## config.mk

```make
export PLATFORM = sky130hd
export DESIGN_NAME = oci_back
export DESIGN_NICKNAME = d
export VERILOG_FILES = /design/src/rtl/core/oci_pkg.sv /design/src/rtl/core/oci_back.sv
export SDC_FILE = /design/constraint.sdc
export NUM_CORES = 1
export LEC_CHECK = 0
export ABC_AREA = 1
export BUFFER_PORTS_ARGS = -buffer_cell sky130_fd_sc_hd__buf_4
export CAP_MARGIN = 25
export CORE_MARGIN = 3
export CORE_UTILIZATION = 50
export CTS_CLUSTER_SIZE = 40
export DETAILED_ROUTE_END_ITERATION = 16
export PLACE_DENSITY = 0.86
export SLEW_MARGIN = 20
export SYNTH_ARGS = -nofsm -noshare
export SYNTH_HDL_FRONTEND = slang
export SYNTH_SLANG_ARGS = --single-unit
```

## constraint.sdc

```tcl
create_clock -name clock -period 5.45 [get_ports clock]
set_input_delay 0.8175 -clock clock [delete_from_list [all_inputs] [get_ports clock]]
set_output_delay 0.8175 -clock clock [all_outputs]
set_load 0.05 [all_outputs]
```

## src/rtl/core/oci_pkg.sv

```systemverilog
// Shared constants, codes and the pipeline item type of the checked integer unit.
package oci_pkg;

   localparam int WIDTH = 32;

   localparam logic [2:0] CMD_ADD = 3'd0;
   localparam logic [2:0] CMD_SUB = 3'd1;
   localparam logic [2:0] CMD_MUL = 3'd2;
   localparam logic [2:0] CMD_DIV = 3'd3;
   localparam logic [2:0] CMD_NEG = 3'd4;

   localparam logic [1:0] ST_OK   = 2'd0;
   localparam logic [1:0] ST_OVF  = 2'd1;
   localparam logic [1:0] ST_UNEG = 2'd2;
   localparam logic [1:0] ST_DIVZ = 2'd3;

   localparam logic [1:0] KIND_PASS = 2'd0;
   localparam logic [1:0] KIND_MUL  = 2'd1;
   localparam logic [1:0] KIND_DIV  = 2'd2;

   localparam logic [WIDTH-1:0] MIN_VAL = {1'b1, {(WIDTH-1){1'b0}}};
   localparam logic [WIDTH-1:0] MAX_POS = {1'b0, {(WIDTH-1){1'b1}}};
   localparam logic [WIDTH-1:0] ALL_ONES = {WIDTH{1'b1}};

   // For a multiply, rem holds the high product half and quo the low half.
   // For a pass-through request, quo holds the finished result.
   typedef struct packed {
      logic             valid;
      logic [1:0]       kind;
      logic [1:0]       status;
      logic             sgn;
      logic             neg;
      logic [WIDTH-1:0] rem;
      logic [WIDTH-1:0] quo;
      logic [WIDTH-1:0] divisor;
   } item_type;

endpackage

```

## src/rtl/core/oci_back.sv

```systemverilog
// Exit stage: multiply range check, quotient sign fix and the output register.
module oci_back (
   input  logic                      clock,
   input  logic                      reset,
   input  oci_pkg::item_type         item_in_port,
   output logic                      valid,
   output logic [oci_pkg::WIDTH-1:0] result,
   output logic [1:0]                status
);
   import oci_pkg::*;

   logic             valid_ff;
   logic [WIDTH-1:0] result_ff;
   logic [WIDTH-1:0] result_in;
   logic [1:0]       status_ff;
   logic [1:0]       status_in;
   logic             mul_neg;
   logic [WIDTH-1:0] limit;

   always_comb begin
      mul_neg   = item_in_port.neg && (item_in_port.rem != '0 || item_in_port.quo != '0);
      limit     = mul_neg ? MIN_VAL : (item_in_port.sgn ? MAX_POS : ALL_ONES);
      result_in = item_in_port.quo;
      status_in = item_in_port.status;
      unique case (item_in_port.kind)
         KIND_MUL: begin
            if (item_in_port.rem != '0 || item_in_port.quo > limit) begin
               status_in = ST_OVF;
               result_in = '0;
            end else if (mul_neg) begin
               result_in = ~item_in_port.quo + 1'b1;
            end
         end
         KIND_DIV: begin
            if (item_in_port.neg)
               result_in = ~item_in_port.quo + 1'b1;
         end
         default: begin
            result_in = item_in_port.quo;
         end
      endcase
   end

   always_ff @(posedge clock) begin
      if (reset) begin
         valid_ff <= 1'b0;
      end else begin
         valid_ff <= item_in_port.valid;
      end
      result_ff <= result_in;
      status_ff <= status_in;
   end

   assign valid  = valid_ff;
   assign result = result_ff;
   assign status = status_ff;

endmodule

```

==> flow_summary.toml <==
[cts]
cts_buffer_depth = 2
root_buffer = "clkbuf_8"
cts_tree = "done"
clk_pin_slew_worst_paths_ps = 60
clkSinkCount = 35
cts_setup_buffers = 0
h-tree-depth = 2
cts_inserted_buffers = 5
ctsHoldBuffers = 0
cts_resized = 0

[worst_setup_path]
worstSetupPathType = "input port to register"
crit_fanout = 34
crit_path_start_kind = "input port"
crit_path_end_kind = "register"
worstPathRequired_ps = 5620
crit_arrival_ps = 4160

[finish]
diodes = 0
fin_nets = 899
final_cell_mix = "nand2_1, nor2_1, buf_4, a21oi_1, inv_1"
drive_gt1_share_pct = 18.4
layout_commonest_cell = "nand2_1"
utilization_pct = 65.4
syn2layout_area_growth_pct = 23.7

[placed_design]
dp_hpwl_mm = 9.44
io_buffers = 107
gp_congestion = 0.918

[floorplanning]
fp.coreArea_um2 = 7410
dieArea_um2 = 8940
fp.dieW_um = 94.5
die_h_um = 94.5
rows = 31
start_util_pct = 52.9
io_pins = 140

[synth]
synthMuxAreaShare_pct = 0
synth_nets = 808
yosys.area_share.simple_pct = 42.5
synth_top_family_by_area = "simple AND/OR/NAND/NOR gates"
synth_xor_area_share_pct = 2.46
yosysUniqueCellTypes = 30
synth_cells = 668
avgSynthCellArea_um2 = 5.87
synth_top_cell_area_share_pct = 17.9
ys_seq_area_share_pct = 17.9
synth-seq-cells = 35
synth-compound-area-share_pct = 17.6
ys_warn_count = 0
synthTopCellsByArea = "dfxtp_1, nand2_1, nor2_1, a21oi_1, ha_1"
synth-adder-area-share_pct = 11.2
netlist_area_um2 = 3920
yosys.area.top_type = "dfxtp_1"

[drt]
dr.pass1.iters = 5
drcViolationCount = 0
avgViaCountPerCell = 5.72
drt-total-wl_mm = 12.9
avgRoutedWirePerCell_um = 15.0
drtAntennaViolNets = 0
drtIter0Drc = 450
vias = 4910

[global_routing]
grt.total_usage_pct = 28.3
grt_pass1_vias = 4459
grt_max_degree = 56
grt_overflow = 0
grt_pass1_wl_mm = 20.5
antenna_found_initial = 0

[sta]
rsz0062_at_grt = "false"
period_share_pct = 73.0
timing.setup.tns_ps = 0
hold_violations = 0
fmax_ghz = 0.251
slew_viol_final = 0
fin_crit_ps = 3980
hold_ws_ps = 679
slew_headroom_pct = 40.5
worstMarginPinSlew_ps = 893
setup_viol = 0

[status]
status = "finished, final reports clean"

[power]
vdd_drop_max_uv = 90.2
leakage_nw = 2.33
power_density_nw_per_um2 = 198

[run]
cap_violations = 0

[min_path]
hold_path_class = "input port to register"
-- layout make-up --
class / instances / area, um^2
clock buffer: 8 / 100
tap: 99 / 124
fill: 678 / 2560
sequential: 35 / 701
multi-input combinational: 558 / 2890
timing repair buffer: 113 / 856
inverter: 46 / 173
-- through the flow --
step | instance area (um^2) | std cells | power (mW) | setup slack, ps
2_1_floorplan | 3920 | 668 | 0.594 | 1010
3_3_place_gp | 4730 | 850 | 0.736 | 1320
3_5_place_dp | 4730 | 850 | 0.750 | 1310
4_1_cts | 4830 | 858 | 0.954 | 1590
5_1_grt | 4850 | 859 | 1.02 | 1240
6_report | 4850 | 859 | 0.959 | 1470
-- critical path: stages --
cell and delay, ps:
buf_4 110, inv_1 130, ha_1 350, nand2_2 140, nor2_4 190, nand2_4 80, nor2_4 150, a21oi_2 70
buf_4 290, nor2_1 140, ha_1 250, a21oi_1 150, o21a_1 130, nand2_1 60, a21oi_1 170, nand2_1 70
nand2_1 50, buf_4 350, nand4_1 130, a21oi_1 290
-- logic make-up after synthesis --
| kind of cell | count (synthesis) |
|---|---|
| xor gates and xnor gates | 11 |
| and+or+nand+nor | 380 |
| buffers and inverters | 75 |
| adders and majority gates | 35 |
| AOI/OAI and AO/OA | 132 |
| DFF | 35 |
-- sequential cells by signal, summed over array words and instances (netlist names) --
name,cells
result,32
status,2
valid,1
-- synthesized netlist by cell type --
library cell,count
nor2_2,4
a21boi_0,1
nor2_8,1
buf_12,2
o21a_1,4
nor3_1,4
nand2_4,2
nor2_1,141
inv_1,45
dfxtp_1,35
buf_1,1
nand3_1,23
nand2_2,4
o21ai_0,16
ha_1,35
o21ai_1,1
a21oi_1,105
nand3b_1,3
xnor2_1,5
nor2_4,3
buf_4,1
xor2_1,6
o21ai_2,4
nand2_8,1
buf_2,9
a21o_1,1
clkbuf_1,16
nand4_1,41
clkinv_1,1
nand2_1,153
-- path summary, 6_finish.rpt --
kind    endpoint  cells past startpoint  slack [ps]             start
max   result[24]                     20        1470  item_in_port[32]
min        valid                      2         680             reset
-- report_power, final --
group	leakage, nW	switching [mW]	internal, mW
Sequential	0.295	0.00878	0.289
Combinational	1.98	0.304	0.151
Clock	0.0515	0.0909	0.115
-- metal layers --
layer	vias to the layer above	part of all wire, %	track usage [%]
met5	-	0	0
met4	0	2.2	9.98
met3	32	9.8	3.59
met2	263	48	49.1
met1	2209	40	35.9
li1	2406	-	-
No activity file was read; power rests on OpenSTA's default activity.
