File: src/rtl/core/oci_pkg.sv
// Shared constants, codes and the pipeline item type of the checked integer unit.
package oci_pkg;

   localparam int WIDTH = 32;

   localparam logic [2:0] CMD_ADD = 3'd0;
   localparam logic [2:0] CMD_SUB = 3'd1;
   localparam logic [2:0] CMD_MUL = 3'd2;
   localparam logic [2:0] CMD_DIV = 3'd3;
   localparam logic [2:0] CMD_NEG = 3'd4;

   localparam logic [1:0] ST_OK   = 2'd0;
   localparam logic [1:0] ST_OVF  = 2'd1;
   localparam logic [1:0] ST_UNEG = 2'd2;
   localparam logic [1:0] ST_DIVZ = 2'd3;

   localparam logic [1:0] KIND_PASS = 2'd0;
   localparam logic [1:0] KIND_MUL  = 2'd1;
   localparam logic [1:0] KIND_DIV  = 2'd2;

   localparam logic [WIDTH-1:0] MIN_VAL = {1'b1, {(WIDTH-1){1'b0}}};
   localparam logic [WIDTH-1:0] MAX_POS = {1'b0, {(WIDTH-1){1'b1}}};
   localparam logic [WIDTH-1:0] ALL_ONES = {WIDTH{1'b1}};

   // For a multiply, rem holds the high product half and quo the low half.
   // For a pass-through request, quo holds the finished result.
   typedef struct packed {
      logic             valid;
      logic [1:0]       kind;
      logic [1:0]       status;
      logic             sgn;
      logic             neg;
      logic [WIDTH-1:0] rem;
      logic [WIDTH-1:0] quo;
      logic [WIDTH-1:0] divisor;
   } item_type;

endpackage

File: src/rtl/core/oci_front.sv
// Entry stage: decodes the request, finishes simple operations, multiplies, sets up division.
module oci_front (
   input  logic                     clock,
   input  logic                     reset,
   input  logic                     accept,
   input  logic                     signed_mode,
   input  logic [2:0]               command,
   input  logic [oci_pkg::WIDTH-1:0] lhs,
   input  logic [oci_pkg::WIDTH-1:0] rhs,
   output oci_pkg::item_type        item_out
);
   import oci_pkg::*;

   item_type         item_ff;
   item_type         item_in;
   logic [WIDTH:0]   sum;
   logic [WIDTH:0]   diff;
   logic [WIDTH-1:0] mag_a;
   logic [WIDTH-1:0] mag_b;
   logic [2*WIDTH-1:0] prod;

   assign sum   = {1'b0, lhs} + {1'b0, rhs};
   assign diff  = {1'b0, lhs} - {1'b0, rhs};
   assign mag_a = (signed_mode && lhs[WIDTH-1]) ? (~lhs + 1'b1) : lhs;
   assign mag_b = (signed_mode && rhs[WIDTH-1]) ? (~rhs + 1'b1) : rhs;
   assign prod  = mag_a * mag_b;

   always_comb begin
      item_in         = '0;
      item_in.valid   = accept;
      item_in.kind    = KIND_PASS;
      item_in.status  = ST_OK;
      item_in.sgn     = signed_mode;
      item_in.neg     = signed_mode && (lhs[WIDTH-1] ^ rhs[WIDTH-1]);
      case (command)
         CMD_ADD: begin
            if (signed_mode ? (lhs[WIDTH-1] == rhs[WIDTH-1] &&
                               sum[WIDTH-1] != lhs[WIDTH-1]) : sum[WIDTH])
               item_in.status = ST_OVF;
            else
               item_in.quo = sum[WIDTH-1:0];
         end
         CMD_SUB: begin
            if (signed_mode ? (lhs[WIDTH-1] != rhs[WIDTH-1] &&
                               diff[WIDTH-1] != lhs[WIDTH-1]) : diff[WIDTH])
               item_in.status = ST_OVF;
            else
               item_in.quo = diff[WIDTH-1:0];
         end
         CMD_MUL: begin
            item_in.kind = KIND_MUL;
            item_in.rem  = prod[2*WIDTH-1:WIDTH];
            item_in.quo  = prod[WIDTH-1:0];
         end
         CMD_DIV: begin
            if (rhs == '0)
               item_in.status = ST_DIVZ;
            else if (signed_mode && lhs == MIN_VAL && rhs == ALL_ONES)
               item_in.status = ST_OVF;
            else begin
               item_in.kind    = KIND_DIV;
               item_in.quo     = mag_a;
               item_in.divisor = mag_b;
            end
         end
         CMD_NEG: begin
            if (!signed_mode)
               item_in.status = ST_UNEG;
            else if (lhs == MIN_VAL)
               item_in.status = ST_OVF;
            else
               item_in.quo = ~lhs + 1'b1;
         end
         default: begin
            item_in.quo = '0;
         end
      endcase
   end

   always_ff @(posedge clock) begin
      if (reset) begin
         item_ff.valid <= 1'b0;
      end else begin
         item_ff.valid <= item_in.valid;
      end
      item_ff.kind    <= item_in.kind;
      item_ff.status  <= item_in.status;
      item_ff.sgn     <= item_in.sgn;
      item_ff.neg     <= item_in.neg;
      item_ff.rem     <= item_in.rem;
      item_ff.quo     <= item_in.quo;
      item_ff.divisor <= item_in.divisor;
   end

   assign item_out = item_ff;

endmodule

File: config.mk
export PLATFORM = sky130hd
export DESIGN_NAME = oci_front
export DESIGN_NICKNAME = d
export VERILOG_FILES = /design/src/rtl/core/oci_pkg.sv /design/src/rtl/core/oci_front.sv
export SDC_FILE = /design/constraint.sdc
export NUM_CORES = 2
export LEC_CHECK = 0
export BUFFER_PORTS_ARGS = -buffer_cell sky130_fd_sc_hd__buf_2
export CAP_MARGIN = 25
export CELL_PAD_IN_SITES_DETAIL_PLACEMENT = 2
export CELL_PAD_IN_SITES_GLOBAL_PLACEMENT = 2
export CORE_UTILIZATION = 37
export DETAILED_ROUTE_END_ITERATION = 12
export GPL_TIMING_DRIVEN = 0
export PLACE_DENSITY = 0.89
export SYNTH_ARGS = -nofsm -noshare
export SYNTH_HDL_FRONTEND = slang
export SYNTH_SLANG_ARGS = --single-unit
File: constraint.sdc
create_clock -name clock -period 12 [get_ports clock]
set_input_delay 2.4 -clock clock [delete_from_list [all_inputs] [get_ports clock]]
set_output_delay 2.4 -clock clock [all_outputs]
set_load 0.01 [all_outputs]
==> results of run 1 <==
==> layer usage <==
| metal | overflow | GRT usage (%) |
|---|---|---|
| met3 | 1 | 68.2 |
| met1 | 1 | 73.2 |
| met5 | 1 | 53.4 |
| met4 | 24 | 76.4 |
| met2 | 26 | 89.7 |
==> stage by stage <==
stage | std cells | cell area (um2) | utilization [%] | setup TNS [ns]
2_1_floorplan | 4855 | 40800 | - | 0
3_3_place_gp | 6442 | 43500 | 39.9 | -140.88
3_5_place_dp | 6498 | 44400 | 40.8 | -149.90
4_1_cts | 6580 | 47200 | 43.3 | 0
==> cell families after synthesis <==
family | count (synthesis) | synth area share [%]
XOR/XNOR | 172 | 3.69
AO/OA/AOI/OAI | 622 | 10.4
multiplexers | 4 | 0.101
AND/OR/NAND/NOR | 1540 | 15.6
buffers and inverters | 1186 | 11.0
adder cells (fa/ha/maj) | 1228 | 54.2
flip-flops | 103 | 5.06
==> what timing repair did <==
item | 4_1_cts
pin swaps | 121
gates cloned | 1
hold buffers | 0
resized for setup | 462
buffers inserted | 82
endpoints found under the setup margin | 52
==> flow_summary.rst, run 1 <==
.. list-table::
   :header-rows: 1

   * - Metric
     - Value
   * - Status
     - stopped before the end
   * - Last stage the flow got to
     - 5_1_grt
   * - Run Error
     - [ERROR GRT-0232] Routing congestion too high. Check the congestion heatmap in the GUI.
   * - Max Root-Sink Buffers
     - 2
   * - Total global routing overflow
     - 53
   * - Worst setup slack after placement
     - -4.04 ns
   * - Largest net degree at the start of global routing
     - 22
   * - Yosys warns
     - 0
   * - Post-synth top area share
     - 44.1%
   * - Sequential cell area fraction in the yosys report
     - 5.06%
   * - Dominant cells by area after synthesis
     - fa_1, ha_1, inv_1
   * - Number of storage elements in the synthesis netlist
     - 103
   * - Cell taking the most area after synthesis
     - fa_1
   * - Global placer's final weighted congestion
     - 1.02
   * - Most instantiated flip-flop cell in the synthesis netlist
     - dfxtp_1
   * - Rows
     - 121
   * - Cells after synthesis
     - 4855
   * - Total Routing Usage GR
     - 76.7%
   * - DP HPWL
     - 199000 um
   * - Boundary Pins
     - 174
   * - Share of flip-flops with an asynchronous set or reset after synthesis
     - 0%
   * - Most common library cells after synthesis
     - inv_1, fa_1, nor2_1
   * - Worst endpoint after global-route timing repair
     - item_out[90]$_SDFF_PN0_/D
   * - Root buf cell
     - clkbuf_16
   * - Initial Utilization
     - 37.4%
   * - Number of H-tree levels
     - 3
   * - Mapped Avg Cell Area
     - 8.40 um2
   * - Number of enable-type register cells in the synthesized netlist
     - 0
   * - Quantity of I/O buffers inserted on ports
     - 173
   * - Number of distinct library cell variants in the gate-level netlist after synthesis
     - 86
   * - Sink Count
     - 103
   * - Mapped Nets
     - 6154
   * - Most used standard cell by instance count after synthesis
     - inv_1
   * - Die extent in y
     - 334 um
   * - Total clock buffers created by CTS
     - 9
   * - Worst endpoint type
     - sequential cell input
   * - Post-Synthesis Cell Area
     - 40800 um2
   * - Die W
     - 334 um
==> run 2, diff against run 1 <==
--- a/config.mk
+++ b/config.mk
@@ -7,12 +7,10 @@
 export LEC_CHECK = 0
 export BUFFER_PORTS_ARGS = -buffer_cell sky130_fd_sc_hd__buf_2
 export CAP_MARGIN = 25
-export CELL_PAD_IN_SITES_DETAIL_PLACEMENT = 2
-export CELL_PAD_IN_SITES_GLOBAL_PLACEMENT = 2
-export CORE_UTILIZATION = 37
+export CORE_UTILIZATION = 40
 export DETAILED_ROUTE_END_ITERATION = 12
 export GPL_TIMING_DRIVEN = 0
-export PLACE_DENSITY = 0.89
+export PLACE_DENSITY_LB_ADDON = 0.15
 export SYNTH_ARGS = -nofsm -noshare
 export SYNTH_HDL_FRONTEND = slang
 export SYNTH_SLANG_ARGS = --single-unit
==> constraint.sdc (replaced) <==
create_clock -name clock -period 15.6 [get_ports clock]
set_input_delay 3.12 -clock clock [delete_from_list [all_inputs] [get_ports clock]]
set_output_delay 3.12 -clock clock [all_outputs]
set_load 0.01 [all_outputs]
==> run 2 against run 1 <==
Compared with the run above: the run now ends clean; synthesized cell count unchanged; synthesized area stayed put.
==> flow_summary.rst, run 2 <==
.. list-table::
   :header-rows: 1

   * - Metric
     - Value
   * - Number of enable-type register cells in the synthesized netlist
     - 0 (unchanged)
   * - Placed Cells incl. Taps
     - 6439 (was 6498)
   * - Simple logic cell fraction of the synthesized area
     - 15.6% (unchanged)
   * - CTS tree
     - built
   * - Worst setup slack after placement
     - -0.843 ns (was -4.04 ns)
   * - Max Root-Sink Buffers
     - 2 (unchanged)
   * - Die W
     - 321 um (was 334 um)
   * - Total global routing overflow
     - 0
   * - Most common library cells after synthesis
     - inv_1, fa_1, nor2_1 (unchanged)
   * - Post-synthesis compound-gate area fraction
     - 10.4% (unchanged)
   * - Number of distinct library cell variants in the gate-level netlist after synthesis
     - 86 (unchanged)
   * - Rows
     - 116 (was 121)
   * - Std-Cell Core Area
     - 101000 um2
   * - Total vias in the final route
     - 36.6k
   * - Flip-flop count of the largest register after layout
     - 103
   * - Required time of the critical path
     - 15.95 ns
   * - Most used standard cell by instance count after synthesis
     - inv_1 (unchanged)
   * - Setup repair after global routing missed its margin
     - false
   * - Hold violation total from the final report
     - 0
   * - Final setup TNS
     - 0 ns
   * - Status
     - finished clean (was stopped before the end)
   * - Initial Utilization
     - 40.6% (was 37.4%)
   * - Class of the tightest hold or removal check
     - in2reg
   * - Dominant combinational cell family by area after synthesis
     - adder cells (unchanged)
   * - Total clock buffers created by CTS
     - 9 (unchanged)
   * - Post-synth top area share
     - 44.1% (unchanged)
   * - Net total in the final layout
     - 6394
   * - Sink Count
     - 103 (unchanged)
   * - Critical Path AT
     - 15.73 ns
   * - Share of the clock period used by the worst path
     - 98.6%
   * - Number of setup violations in the final report
     - 0
   * - Worst slew slack as a fraction of its limit
     - 20.3%
   * - Number of global-route vias before repair
     - 37.0k
   * - Mapped Avg Cell Area
     - 8.40 um2 (unchanged)
   * - Slew Viols, Final
     - 0
   * - Cells after synthesis
     - 4855 (unchanged)
   * - Post-layout instance count excluding filler cells
     - 6458
   * - Die extent in y
     - 321 um (was 334 um)
   * - Critical path's most frequent cell
     - fa_1
   * - Boundary Pins
     - 174 (unchanged)
   * - Mapped Nets
     - 6154 (unchanged)
   * - Number of violations reported at the end of detailed-routing iteration 0
     - 3878
   * - Post-route DRC
     - 0
   * - Detailed-route vias per instance
     - 5.67
   * - Total Die Area
     - 103000 um2
   * - Number of H-tree levels
     - 3 (unchanged)
   * - Antenna violations before repair
     - 6
   * - Detail Route Antenna Nets
     - 0
   * - Finished Cell Area
     - 44800 um2
   * - Worst Max-Slew Pin Slew
     - 1.19 ns
   * - Global-route wire length before repair
     - 261000 um
   * - Start-to-end type of the worst setup path
     - in2reg
   * - Average wire per cell in the routed design
     - 27.9 um
   * - Xor and xnor area share after synthesis
     - 3.69% (unchanged)
   * - Highest net fanout along the worst path
     - 10
   * - Type of origin of the critical path
     - input pin
   * - Destination of the worst hold path
     - item_out[102]
   * - Sequential cell area fraction in the yosys report
     - 5.06% (unchanged)
   * - Arithmetic-cell share of the synthesized area counting full adders, half adders and majority gates
     - 54.2% (unchanged)
   * - Count of TritonRoute iterations in the first routing pass
     - 5
   * - Share of flip-flops with an asynchronous set or reset after synthesis
     - 0% (unchanged)
   * - Root buf cell
     - clkbuf_16 (unchanged)
   * - Dominant cells by area after synthesis
     - fa_1, ha_1, inv_1 (unchanged)
   * - Most common library cell in the layout ignoring fill and taps
     - inv_1
   * - Most instantiated flip-flop cell in the synthesis netlist
     - dfxtp_1 (unchanged)
   * - Number of storage elements in the synthesis netlist
     - 103 (unchanged)
   * - Final Routed Wirelength
     - 180000 um
   * - Quantity of I/O buffers inserted on ports
     - 173 (unchanged)
   * - DP HPWL
     - 155000 um (was 199000 um)
   * - Origin of the worst setup path
     - lhs[0]
   * - Fraction of synthesized area in multiplexers
     - 0.101% (unchanged)
   * - Number of max-cap violations
     - 0
   * - Final setup margin
     - 0.221 ns
   * - Highest Clock Rate
     - 65.0 MHz
   * - Post-CTS Hold Fix Bufs
     - 0 (unchanged)
   * - Yosys warns
     - 0 (unchanged)
   * - Share of layout cells above drive strength 1
     - 7.29%
   * - Slowest cell on the critical path
     - fa_1
   * - Largest net degree at the start of global routing
     - 19
   * - Layout area overhead
     - 9.78%
   * - Clock transition at the register clock pins on the worst setup and hold paths after CTS
     - 0.09 ns
   * - Post-Synthesis Cell Area
     - 40800 um2 (unchanged)
   * - Cell depth of the worst hold path
     - 2
   * - Placed Area
     - 44400 um2 (about the same)
   * - Global placer's final weighted congestion
     - 1.04 (was 1.02)
   * - Cell taking the most area after synthesis
     - fa_1 (unchanged)
   * - Endpoint class of the critical path
     - register
   * - Highest-count cells in the layout ignoring fill and taps
     - inv_1, fa_1, nor2_1
   * - Largest stage delay on the critical path
     - 0.69 ns
   * - Total Routing Usage GR
     - 35.5%
   * - Startpoint of the worst hold path
     - reset
   * - Clock period minus final worst setup slack
     - 15.38 ns
## run 2: layer usage
layer / up-vias / global-route usage, % / wire length, um / share of wire [%]
met5: - / 0 / 63 / 0.035
met4: 10 / 16.8 / 10600 / 5.9
met3: 446 / 8.62 / 19300 / 11
met2: 2051 / 53.2 / 76700 / 42
met1: 18690 / 48.2 / 73800 / 41
li1: 15433 / - / - / -
## run 2: final cells by class
class,instances,area (um2)
multi-input cells,3566,34700
flip-flops and latches,103,2060
inverters,952,3570
well taps,1357,1700
fillers,10211,55800
clock inverters,5,47.5
clock buffers,11,243
diodes,1,2.50
plain buffers,233,916
repair buffers,230,1590
## run 2: how the worst max path moves through the flow
stage	endpoint	slack, ns
floorplan	item_out[94]	2.55
global placement	item_out[94]	-1.98
detailed placement	item_out[94]	-0.84
CTS	item_out[92]	0.06
global route	item_out[94]	0.03
finish	item_out[92]	0.22
## run 2: per-stage QoR
step / hold WS [ns] / utilization, %
finish: 2.85 / 44.5
global route: 2.84 / 44.5
CTS: 2.83 / 44.4
detailed placement: 3.29 / 44.1
global placement: 3.28 / 43.1
floorplan: 3.15 / -
## run 2: cells by family (layout without fill, tap and decap cells)
group | after synthesis | count (layout)
flops | 103 | 103
fa+ha+maj | 1228 | 1228
simple gates | 1540 | 1540
other cells | 0 | 1
compound gates | 622 | 622
mux | 4 | 4
buf+inv | 1186 | 1431
xor+xnor | 172 | 172
## run 2: repair_timing
item                       4_1_cts  5_1_grt
setup endpoints to repair        4       12
resized for setup                2       19
buffers inserted                 0        0
## run 2: critical path: cells and delay by family
family / cells / cell delay (ns)
buf+inv: 9 / 2.06
simple gates: 11 / 3.43
mux: 1 / 0.22
xor+xnor: 1 / 0.51
compound gates: 4 / 1.51
fa+ha+maj: 10 / 4.85
Power of run 2 is left out: the tool's default activity adds up to more than one toggle a clock period on the data nets, which glitch-free logic cannot reach.
