[config.mk]
export PLATFORM = sky130hd
export DESIGN_NAME = oci_cell
export DESIGN_NICKNAME = d
export VERILOG_FILES = /design/src/rtl/core/oci_pkg.sv /design/src/rtl/core/oci_cell.sv
export SDC_FILE = /design/constraint.sdc
export NUM_CORES = 1
export LEC_CHECK = 0
export BUFFER_PORTS_ARGS = -buffer_cell sky130_fd_sc_hd__buf_2
export CORE_UTILIZATION = 49
export DETAILED_ROUTE_END_ITERATION = 12
export GPL_TIMING_DRIVEN = 0
export PLACE_DENSITY = 0.82
export SLEW_MARGIN = 40
export SYNTH_ARGS = -nofsm -noshare
export SYNTH_HDL_FRONTEND = slang
export SYNTH_SLANG_ARGS = --single-unit
[constraint.sdc]
create_clock -name clock -period 3.1 [get_ports clock]
set_input_delay 0.31 -clock clock [delete_from_list [all_inputs] [get_ports clock]]
set_output_delay 0.31 -clock clock [all_outputs]
set_load 0.01 [all_outputs]
[src/rtl/core/oci_pkg.sv]
// Shared constants, codes and the pipeline item type of the checked integer unit.
package oci_pkg;

   localparam int WIDTH = 32;

   localparam logic [2:0] CMD_ADD = 3'd0;
   localparam logic [2:0] CMD_SUB = 3'd1;
   localparam logic [2:0] CMD_MUL = 3'd2;
   localparam logic [2:0] CMD_DIV = 3'd3;
   localparam logic [2:0] CMD_NEG = 3'd4;

   localparam logic [1:0] ST_OK   = 2'd0;
   localparam logic [1:0] ST_OVF  = 2'd1;
   localparam logic [1:0] ST_UNEG = 2'd2;
   localparam logic [1:0] ST_DIVZ = 2'd3;

   localparam logic [1:0] KIND_PASS = 2'd0;
   localparam logic [1:0] KIND_MUL  = 2'd1;
   localparam logic [1:0] KIND_DIV  = 2'd2;

   localparam logic [WIDTH-1:0] MIN_VAL = {1'b1, {(WIDTH-1){1'b0}}};
   localparam logic [WIDTH-1:0] MAX_POS = {1'b0, {(WIDTH-1){1'b1}}};
   localparam logic [WIDTH-1:0] ALL_ONES = {WIDTH{1'b1}};

   // For a multiply, rem holds the high product half and quo the low half.
   // For a pass-through request, quo holds the finished result.
   typedef struct packed {
      logic             valid;
      logic [1:0]       kind;
      logic [1:0]       status;
      logic             sgn;
      logic             neg;
      logic [WIDTH-1:0] rem;
      logic [WIDTH-1:0] quo;
      logic [WIDTH-1:0] divisor;
   } item_type;

endpackage

[src/rtl/core/oci_cell.sv]
// One restoring division step; every request passes through each cell's register.
module oci_cell (
   input  logic              clock,
   input  logic              reset,
   input  oci_pkg::item_type item_in_port,
   output oci_pkg::item_type item_out
);
   import oci_pkg::*;

   item_type         item_ff;
   item_type         item_in;
   logic [WIDTH:0]   shifted;
   logic [WIDTH+1:0] trial;

   assign shifted = {item_in_port.rem, item_in_port.quo[WIDTH-1]};
   assign trial   = {1'b0, shifted} - {2'b00, item_in_port.divisor};

   always_comb begin
      item_in = item_in_port;
      if (item_in_port.kind == KIND_DIV) begin
         if (!trial[WIDTH+1]) begin
            item_in.rem = trial[WIDTH-1:0];
            item_in.quo = {item_in_port.quo[WIDTH-2:0], 1'b1};
         end else begin
            item_in.rem = shifted[WIDTH-1:0];
            item_in.quo = {item_in_port.quo[WIDTH-2:0], 1'b0};
         end
      end
   end

   always_ff @(posedge clock) begin
      if (reset) begin
         item_ff.valid <= 1'b0;
      end else begin
         item_ff.valid <= item_in.valid;
      end
      item_ff.kind    <= item_in.kind;
      item_ff.status  <= item_in.status;
      item_ff.sgn     <= item_in.sgn;
      item_ff.neg     <= item_in.neg;
      item_ff.rem     <= item_in.rem;
      item_ff.quo     <= item_in.quo;
      item_ff.divisor <= item_in.divisor;
   end

   assign item_out = item_ff;

endmodule

==> out/qor.yml, run 1 <==
sta:
  hold_viol: 0
  finalWorstSetupSlack_ns: 0.251
  setup_viol: 0
  finalCritPeriodShare_pct: 91.9
  slew_violations: 0
  max_freq_ghz: 0.351
  rsz0062_at_grt: "no"
  tightest_slew_ns: 0.686
  maxSlewHeadroom_pct: 54.3
  finalCriticalPeriod_ns: 2.85
clock_tree:
  numClockSinks: 103
  post_cts_resized: 0
  clock-root-buffer: "clkbuf_8"
  htreeDepth: 3
  ctsHoldBuffers: 0
  cts_buffer_depth: 2
  cts_setup_buffers: 0
  clkTransAtPathRegs_ns: 0.11
  cts_tree: "done"
  cts_buffers: 9
synth:
  yosysUniqueCellTypes: 58
  synth-adder-area-share_pct: 8.25
  yosys.area_share.simple_pct: 19.6
  async_reset_ff_share_pct: 0
  synth-main-ff-cell: "dfxtp_1"
  ys_ff_latch: 103
  synth-edff-count: 0
  synth.mux.area_fraction_pct: 3.73
  synth.largest_area_cell: "dfxtp_1"
  synth.most_common_cell: "nand2_1"
  synth-compound-area-share_pct: 18.1
  synthTopCellsByArea: "dfxtp_1 40%, nand2_1 11%, ha_1 7.9%"
  yosys.area.top_type_share_pct: 40.4
  synth_xor_xnor_area_share_pct: 4.47
  synth_top_family_by_area: "simple AND/OR/NAND/NOR gates"
  seq_area_frac_synth_pct: 40.4
  synthCells: 615
  syn_area_mm2: 0.00510
  yosys-top-cells-count: "153 x nand2_1, 103 x dfxtp_1, 39 x inv_1"
  syn_nets: 753
  synth_area_per_cell_um2: 8.29
  yosys_warnings: 0
global_route:
  grt_max_degree: 19
  grt_pass1_wl_um: 22700
  grt_pass1_vias: 4793
  antenna_found_initial: 0
  global_route.overflow_total: 0
  grt_usage_pct: 26.0
drt:
  drc: 0
  postRouteAntennaNets: 0
  avgViaCountPerCell: 5.22
  dr.first_iter.drc_count: 255
  dr.pass1.iters: 4
  drt_wl_total_um: 14300
  post_drt_wl_per_cell_um: 14.7
  num_vias: 5072
run:
  maxCapViolCount: 0
floorplanning:
  die_x_um: 104
  num_rows: 36
  dieArea_mm2: 0.0108
  io_pins: 208
  start_util_pct: 51.5
  die_h_um: 104
  core_mm2: 0.00991
layout:
  multi_input_area_mm2: 0.00276
  n_antenna_cell: 0
  nets: 971
  fin_cells: 971
  regArea_mm2: 0.00206
  area_growth_pct: 27.8
  fillerInstances: 873
  largest_reg_flops: 103
  drive_above_1_share_pct: 28.6
power:
  vdd_ir_drop_max_v: 0.000236
  p_leak_nw: 3.32
  powerDensity_mw_per_mm2: 494
place:
  dp_slack_ns: -0.0400
  dp_hpwl_um: 11300
  io_buffers: 207
  place_inst: 955
  place_congestion: 0.885
worst_setup_path:
  path_cells: "buf_2 > inv_1 > ha_1 > a21o_1 > a31oi_1 > a2111oi_4 > o31ai_2 > o21ai_4 > a31oi_4 > buf_2 > nand2_1 > a31oi_1"
  cp_slowest_stage_delay_ns: 0.41
  cp_top_family: "compound AO/OA/AOI/OAI gates"
  critical_path_buf_inv_count: 3
  worstPathArrival_ns: 3.10
  cp_slowest_cell: "o31ai_2"
  cp-start-kind: "primary input"
  endpoint_kind: "flip-flop"
  path_class: "in2reg"
  cp.depth: 12
  cp.required_ns: 3.35
  crit_path_max_fanout: 10
run_status:
  status: "complete, no violations"
hold_path:
  hold_path_depth: 1
  worstHoldPathType: "in2reg"
report_power, final:
part,switching (mW),internal [mW],total (mW)
Clock,0.482,0.410,0.892
Sequential,0.0243,1.43,1.45
Combinational,0.511,0.360,0.871
Total,1.02,2.20,3.22
cell families (layout without fill, tap and decap cells):
family,Yosys count,count (layout)
simple gates,231,231
compound gates,135,135
flops,103,103
buf+inv,68,291
fa+ha+maj,33,33
xor+xnor,26,26
mux,19,19
area by class of cell:
cell class / count / area share [%]
tap: 133 / 2.55
sequential: 103 / 31.6
buffer: 29 / 1.96
inverter: 39 / 2.25
multi-input combinational: 444 / 42.4
timing repair buffer: 207 / 15.9
clock inverter: 6 / 1.17
clock buffer: 10 / 2.11
through the flow:
stage	utilization (%)	power (mW)	setup TNS [ns]	instance area (um2)	hold slack, ns
global route	65.7	3.39	0	6520	0.0326
floorplan	-	2.03	0	5100	0.338
CTS	65.7	3.24	0	6520	0.0334
finish	65.7	3.22	0	6520	0.0470
detailed placement	63.6	2.35	-0.0886	6300	0.417
global placement	63.6	2.33	-0.0435	6300	0.414
layer usage:
layer  GRT usage [%]  vias to the layer above  routed length (um)
met5               0                        -                   0
met2            45.7                      212                6890
met4            10.2                        0                 345
met1            31.2                     2283                6070
met3            5.01                       31                 988
li1                -                     2546                   -
final timing paths:
check	startpoint	endpoint	slack, ns
worst max-delay path	item_in_port[4]	item_out[95]$_DFF_P_	0.25
worst min-delay path	item_in_port[3]	item_out[3]$_DFF_P_	0.05
placed cells by master (no fill, tap or decap), drive strengths merged, types with 19 or more instances in the layout:
cell type and instances:
a21oi 32, buf 217, clkbuf 29, dfxtp 103
ha 32, inv 42, mux2i 19, nand2 153
nand3 20, nor2 19, o21ai 34
Note: power is estimated with default switching activity, not from simulation.
==> run 2: changes to the inputs <==
--- a/config.mk
+++ b/config.mk
@@ -8,7 +8,6 @@
 export BUFFER_PORTS_ARGS = -buffer_cell sky130_fd_sc_hd__buf_2
 export CORE_UTILIZATION = 49
 export DETAILED_ROUTE_END_ITERATION = 12
-export GPL_TIMING_DRIVEN = 0
 export PLACE_DENSITY = 0.82
 export SLEW_MARGIN = 40
 export SYNTH_ARGS = -nofsm -noshare
==> out/qor.yml, run 2 (synthesis gave the netlist of run 1 again) <==
run_status:
  status: "complete, no violations"
power:
  powerDensity_mw_per_mm2: 495  # +0.17%
  vdd_ir_drop_max_v: 0.000293  # +24%
  p_leak_nw: 3.32  # +0.19%
worst_setup_path:
  worstPathArrival_ns: 2.99  # -0.11 ns
  cp.required_ns: 3.42  # +0.07 ns
  endpoint_kind: "flip-flop"
  cp-start-kind: "primary input"
  path_class: "in2reg"
  crit_path_max_fanout: 20  # +10
place:
  dp_hpwl_um: 10800  # -4.4%
  io_buffers: 207  # unchanged
  place_congestion: 0.933  # +5.4%
clock_tree:
  post_cts_resized: 0  # unchanged
  clkTransAtPathRegs_ns: 0.10  # about the same
  cts_buffer_depth: 2  # unchanged
  clock-root-buffer: "clkbuf_8"
  cts_buffers: 9  # unchanged
  numClockSinks: 103  # unchanged
  ctsHoldBuffers: 0  # unchanged
  cts_tree: "done"
  cts_setup_buffers: 0  # unchanged
  htreeDepth: 3  # unchanged
layout:
  area_growth_pct: 27.8  # unchanged
  nets: 953  # -1.9%
  largest_reg_flops: 103  # unchanged
  drive_above_1_share_pct: 29.8  # +1.1 points
  final_common_cell: "buf_2"
  final_cell_mix: "207 x buf_2, 153 x nand2_1, 103 x dfxtp_1, 39 x inv_1, 32 x ha_1"
  n_antenna_cell: 0  # unchanged
drt:
  postRouteAntennaNets: 0  # unchanged
  num_vias: 5035  # -0.73%
  dr.pass1.iters: 5  # +1
  drt_wl_total_um: 13600  # -4.7%
  avgViaCountPerCell: 5.28  # +1.1%
  post_drt_wl_per_cell_um: 14.3  # -2.9%
  dr.first_iter.drc_count: 350  # +37%
  drc: 0  # unchanged
sta:
  holdWs_ns: 0.0429  # -0.00405 ns
  slew_violations: 0  # unchanged
  hold_viol: 0  # unchanged
  tightest_slew_ns: 0.738  # +0.0523 ns
  tns_ns: 0  # unchanged
  rsz0062_at_grt: "no"
  setup_viol: 0  # unchanged
  finalCritPeriodShare_pct: 86.1  # -5.8 points
  max_freq_ghz: 0.374  # +6.7%
  finalCriticalPeriod_ns: 2.67  # -0.179 ns
  maxSlewHeadroom_pct: 50.7  # -3.6 points
global_route:
  global_route.overflow_total: 0  # unchanged
  grt_pass1_wl_um: 22300  # -1.4%
  grt_max_degree: 39  # +20
  antenna_found_initial: 0  # unchanged
  grt_usage_pct: 25.2  # -0.79 points
  grt_pass1_vias: 4873  # +1.7%
floorplanning:
  start_util_pct: 51.5  # unchanged
  num_rows: 36  # unchanged
  die_h_um: 104  # unchanged
  io_pins: 208  # unchanged
  die_x_um: 104  # unchanged
  dieArea_mm2: 0.0108  # unchanged
  core_mm2: 0.00991  # unchanged
hold_path:
  worstHoldPathType: "in2reg"
run:
  maxCapViolCount: 0  # unchanged
## run 2: through the flow
step                instance area [um2]  total power [mW]  util [%]  worst slack (ns)  cells
global placement                   6300              2.34      63.6             0.138    937
detailed placement                 6300              2.36      63.6            0.0639    937
global route                       6520              3.39      65.7             0.298    953
CTS                                6520              3.24      65.7             0.430    953
floorplan                          5100              2.03         -             0.504    615
finish                             6520              3.22      65.7             0.430    953
## run 2: per-layer routing
layer / part of all wire, % / track usage (%) / vias to the layer above / wire [um]
met5: 0 / 0 / - / 0
met4: 2.3 / 9.08 / 0 / 314
met3: 6.9 / 5.14 / 37 / 942
met2: 49 / 45.0 / 237 / 6690
met1: 42 / 29.9 / 2243 / 5670
li1: - / - / 2518 / -
## run 2: power breakdown
part           switching (mW)  leakage, nW  internal [mW]
registers              0.0280        0.869           1.43
clock network           0.480        0.101          0.407
logic                   0.502         2.35          0.376
total                    1.01         3.32           2.21
## run 2: area by class of cell
| cell class | count | area [um2] |
|---|---|---|
| Fill cell | 854 | 3390 |
| Multi-Input combinational cell | 444 | 2770 |
| Sequential cell | 103 | 2060 |
| Timing Repair Buffer | 218 | 1160 |
| Tap cell | 133 | 166 |
| Inverter | 39 | 146 |
| Clock buffer | 10 | 138 |
| Clock inverter | 6 | 73.8 |
## run 2: path summary, 6_finish.rpt
kind / end / cells past startpoint / slack (ns) / startpoint
hold / removal: item_out[98]$_DFF_P_ / 1 / 0.04 / item_in_port[98]
setup / recovery: item_out[82]$_DFF_P_ / 12 / 0.43 / item_in_port[1]
## run 2: worst max-delay path: stages
cell       delay [ns]
buf_2            0.13
inv_1            0.06
ha_1             0.27
nor2b_1          0.21
o2111ai_2        0.19
a2111oi_4        0.48
o31ai_2          0.15
o21ai_4          0.22
a31oi_4          0.16
buf_12           0.20
or4b_1           0.51
nand3_1          0.08
==> run 3: changes to the inputs <==
--- a/config.mk
+++ b/config.mk
@@ -6,6 +6,7 @@
 export NUM_CORES = 1
 export LEC_CHECK = 0
 export BUFFER_PORTS_ARGS = -buffer_cell sky130_fd_sc_hd__buf_2
+export CORE_ASPECT_RATIO = 2
 export CORE_UTILIZATION = 49
 export DETAILED_ROUTE_END_ITERATION = 12
 export PLACE_DENSITY = 0.82
==> out/qor.yml, run 3 (synthesis gave the netlist of run 1 again) <==
sta:
  tightest_slew_ns: 0.566  # -0.172 ns
  rsz0062_at_grt: "no"
  slew_violations: 0  # unchanged
  hold_viol: 0  # unchanged
  holdWs_ns: 0.0698  # +0.0269 ns
  max_freq_ghz: 0.368  # -1.7%
  finalCritPeriodShare_pct: 87.6  # +1.5 points
  maxSlewHeadroom_pct: 61.3  # +11 points
  finalCriticalPeriod_ns: 2.72  # +0.0461 ns
  setup_viol: 0  # unchanged
  tns_ns: 0  # unchanged
clock_tree:
  cts_buffers: 9  # unchanged
  clkTransAtPathRegs_ns: 0.07  # -0.03 ns
  cts_setup_buffers: 0  # unchanged
  numClockSinks: 103  # unchanged
  cts_buffer_depth: 2  # unchanged
  cts_tree: "done"
  htreeDepth: 3  # unchanged
  clock-root-buffer: "clkbuf_16"
  ctsHoldBuffers: 0  # unchanged
  post_cts_resized: 0  # unchanged
layout:
  fin_util_pct: 65.4  # -0.30 points
  drive_above_1_share_pct: 29.9  # +0.17 points
  area_growth_pct: 29.4
  largest_reg_flops: 103  # unchanged
  n_antenna_cell: 0  # unchanged
  final_common_cell: "buf_2"
  nets: 955  # +0.21%
  final_cell_mix: "207 x buf_2, 153 x nand2_1, 103 x dfxtp_1, 39 x inv_1, 32 x ha_1"
drt:
  postRouteAntennaNets: 0  # unchanged
  drt_wl_total_um: 14100  # +3.3%
  dr.pass1.iters: 5  # unchanged
  dr.first_iter.drc_count: 232  # -34%
  avgViaCountPerCell: 5.41  # +2.4%
  num_vias: 5175  # +2.8%
  post_drt_wl_per_cell_um: 14.7  # +2.9%
  drc: 0  # unchanged
power:
  p_comb_share_pct: 25.4  # -1.8 points
  p_sw_share_pct: 29.9  # -1.4 points
  seq_power_share_pct: 41.9  # -3.4 points
  p_sw_mw: 1.04  # +3.0%
  p_leak_nw: 3.37  # +1.3%
  internal-power_mw: 2.44  # +10%
  vdd_ir_drop_max_v: 0.000361  # +23%
  powerDensity_mw_per_mm2: 527  # +6.5%
  clkPwrFrac_pct: 32.7  # +5.2 points
global_route:
  grt_usage_pct: 26.2  # +0.94 points
  grt_pass1_wl_um: 22300  # -0.25%
  global_route.overflow_total: 0  # unchanged
  grt_pass1_vias: 5090  # +4.5%
  grt_max_degree: 31  # -21%
  antenna_found_initial: 0  # unchanged
place:
  place_congestion: 1.02  # +9.7%
  dp_hpwl_um: 11300  # +4.4%
  io_buffers: 207  # unchanged
worst_setup_path:
  cp_slowest_cell: "or4b_1"
  cp.required_ns: 3.38  # -0.04 ns
  path_cells: "buf_2 > ha_1 > fa_1 > nor2b_1 > o2111ai_1 > a31oi_1 > o21ai_0 > a211oi_1 > nor3_1 > or4b_1 > nand3_1"
  endpoint_kind: "flip-flop"
  path_class: "in2reg"
  worstPathArrival_ns: 3.00  # about the same
  cp_slowest_stage_delay_ns: 0.47  # -0.04 ns
  startpoint: "item_in_port[0]"
  crit_path_max_fanout: 3  # -85%
  cp-start-kind: "primary input"
floorplanning:
  die_h_um: 146  # +41%
  dieArea_mm2: 0.0108  # +0.23%
  start_util_pct: 50.6  # -0.89 points
  core_mm2: 0.0101  # +1.8%
  die_x_um: 74.1  # -29%
  num_rows: 52  # +44%
  io_pins: 208  # unchanged
hold_path:
  worstHoldPathType: "in2reg"
  worstHoldStart: "item_in_port[96]"
run:
  maxCapViolCount: 0  # unchanged
run_status:
  status: "complete, no violations"
-- run 3: final timing paths --
check | endpoint | slack (ns) | cells past startpoint
worst min-delay path | item_out[96]$_DFF_P_ | 0.07 | 1
worst max-delay path | item_out[82]$_DFF_P_ | 0.38 | 11
-- run 3: worst max-delay path: cells and delay by family --
family                   cells  cell delay [ns]
AO/OA/AOI/OAI                4             1.09
AND/OR/NAND/NOR              4             0.86
adder cells (fa/ha/maj)      2             0.63
buffers and inverters        1             0.11
-- run 3: area by class of cell --
class / instances / area, um2
fill: 841 / 3480
clock inverter: 7 / 78.8
multi-input combinational: 444 / 2770
inverter: 39 / 146
timing repair buffer: 220 / 1150
sequential: 103 / 2060
tap: 135 / 169
clock buffer: 9 / 225
-- run 3: power by group through the flow --
stage | sequential [mW] | clock (mW) | combinational [mW]
floorplan | 1.55 | 0 | 0.487
global placement | 1.49 | 0 | 0.849
detailed placement | 1.49 | 0 | 0.872
CTS | 1.46 | 1.16 | 0.877
global route | 1.47 | 1.23 | 0.966
finish | 1.46 | 1.14 | 0.884
-- run 3: layer usage --
metal,GRT usage (%),part of all wire [%]
met5,0,0
met4,15.1,4.8
met3,4.55,5.5
met2,50.7,57
met1,23.6,33
-- run 3: metrics by stage --
step	instance area, um2	std cells	setup slack [ns]	total power, mW
floorplan	5100	615	0.504	2.03
global placement	6300	941	0.165	2.33
detailed placement	6300	941	0.0813	2.36
CTS	6600	957	0.432	3.50
global route	6600	957	0.289	3.66
finish	6600	957	0.383	3.48
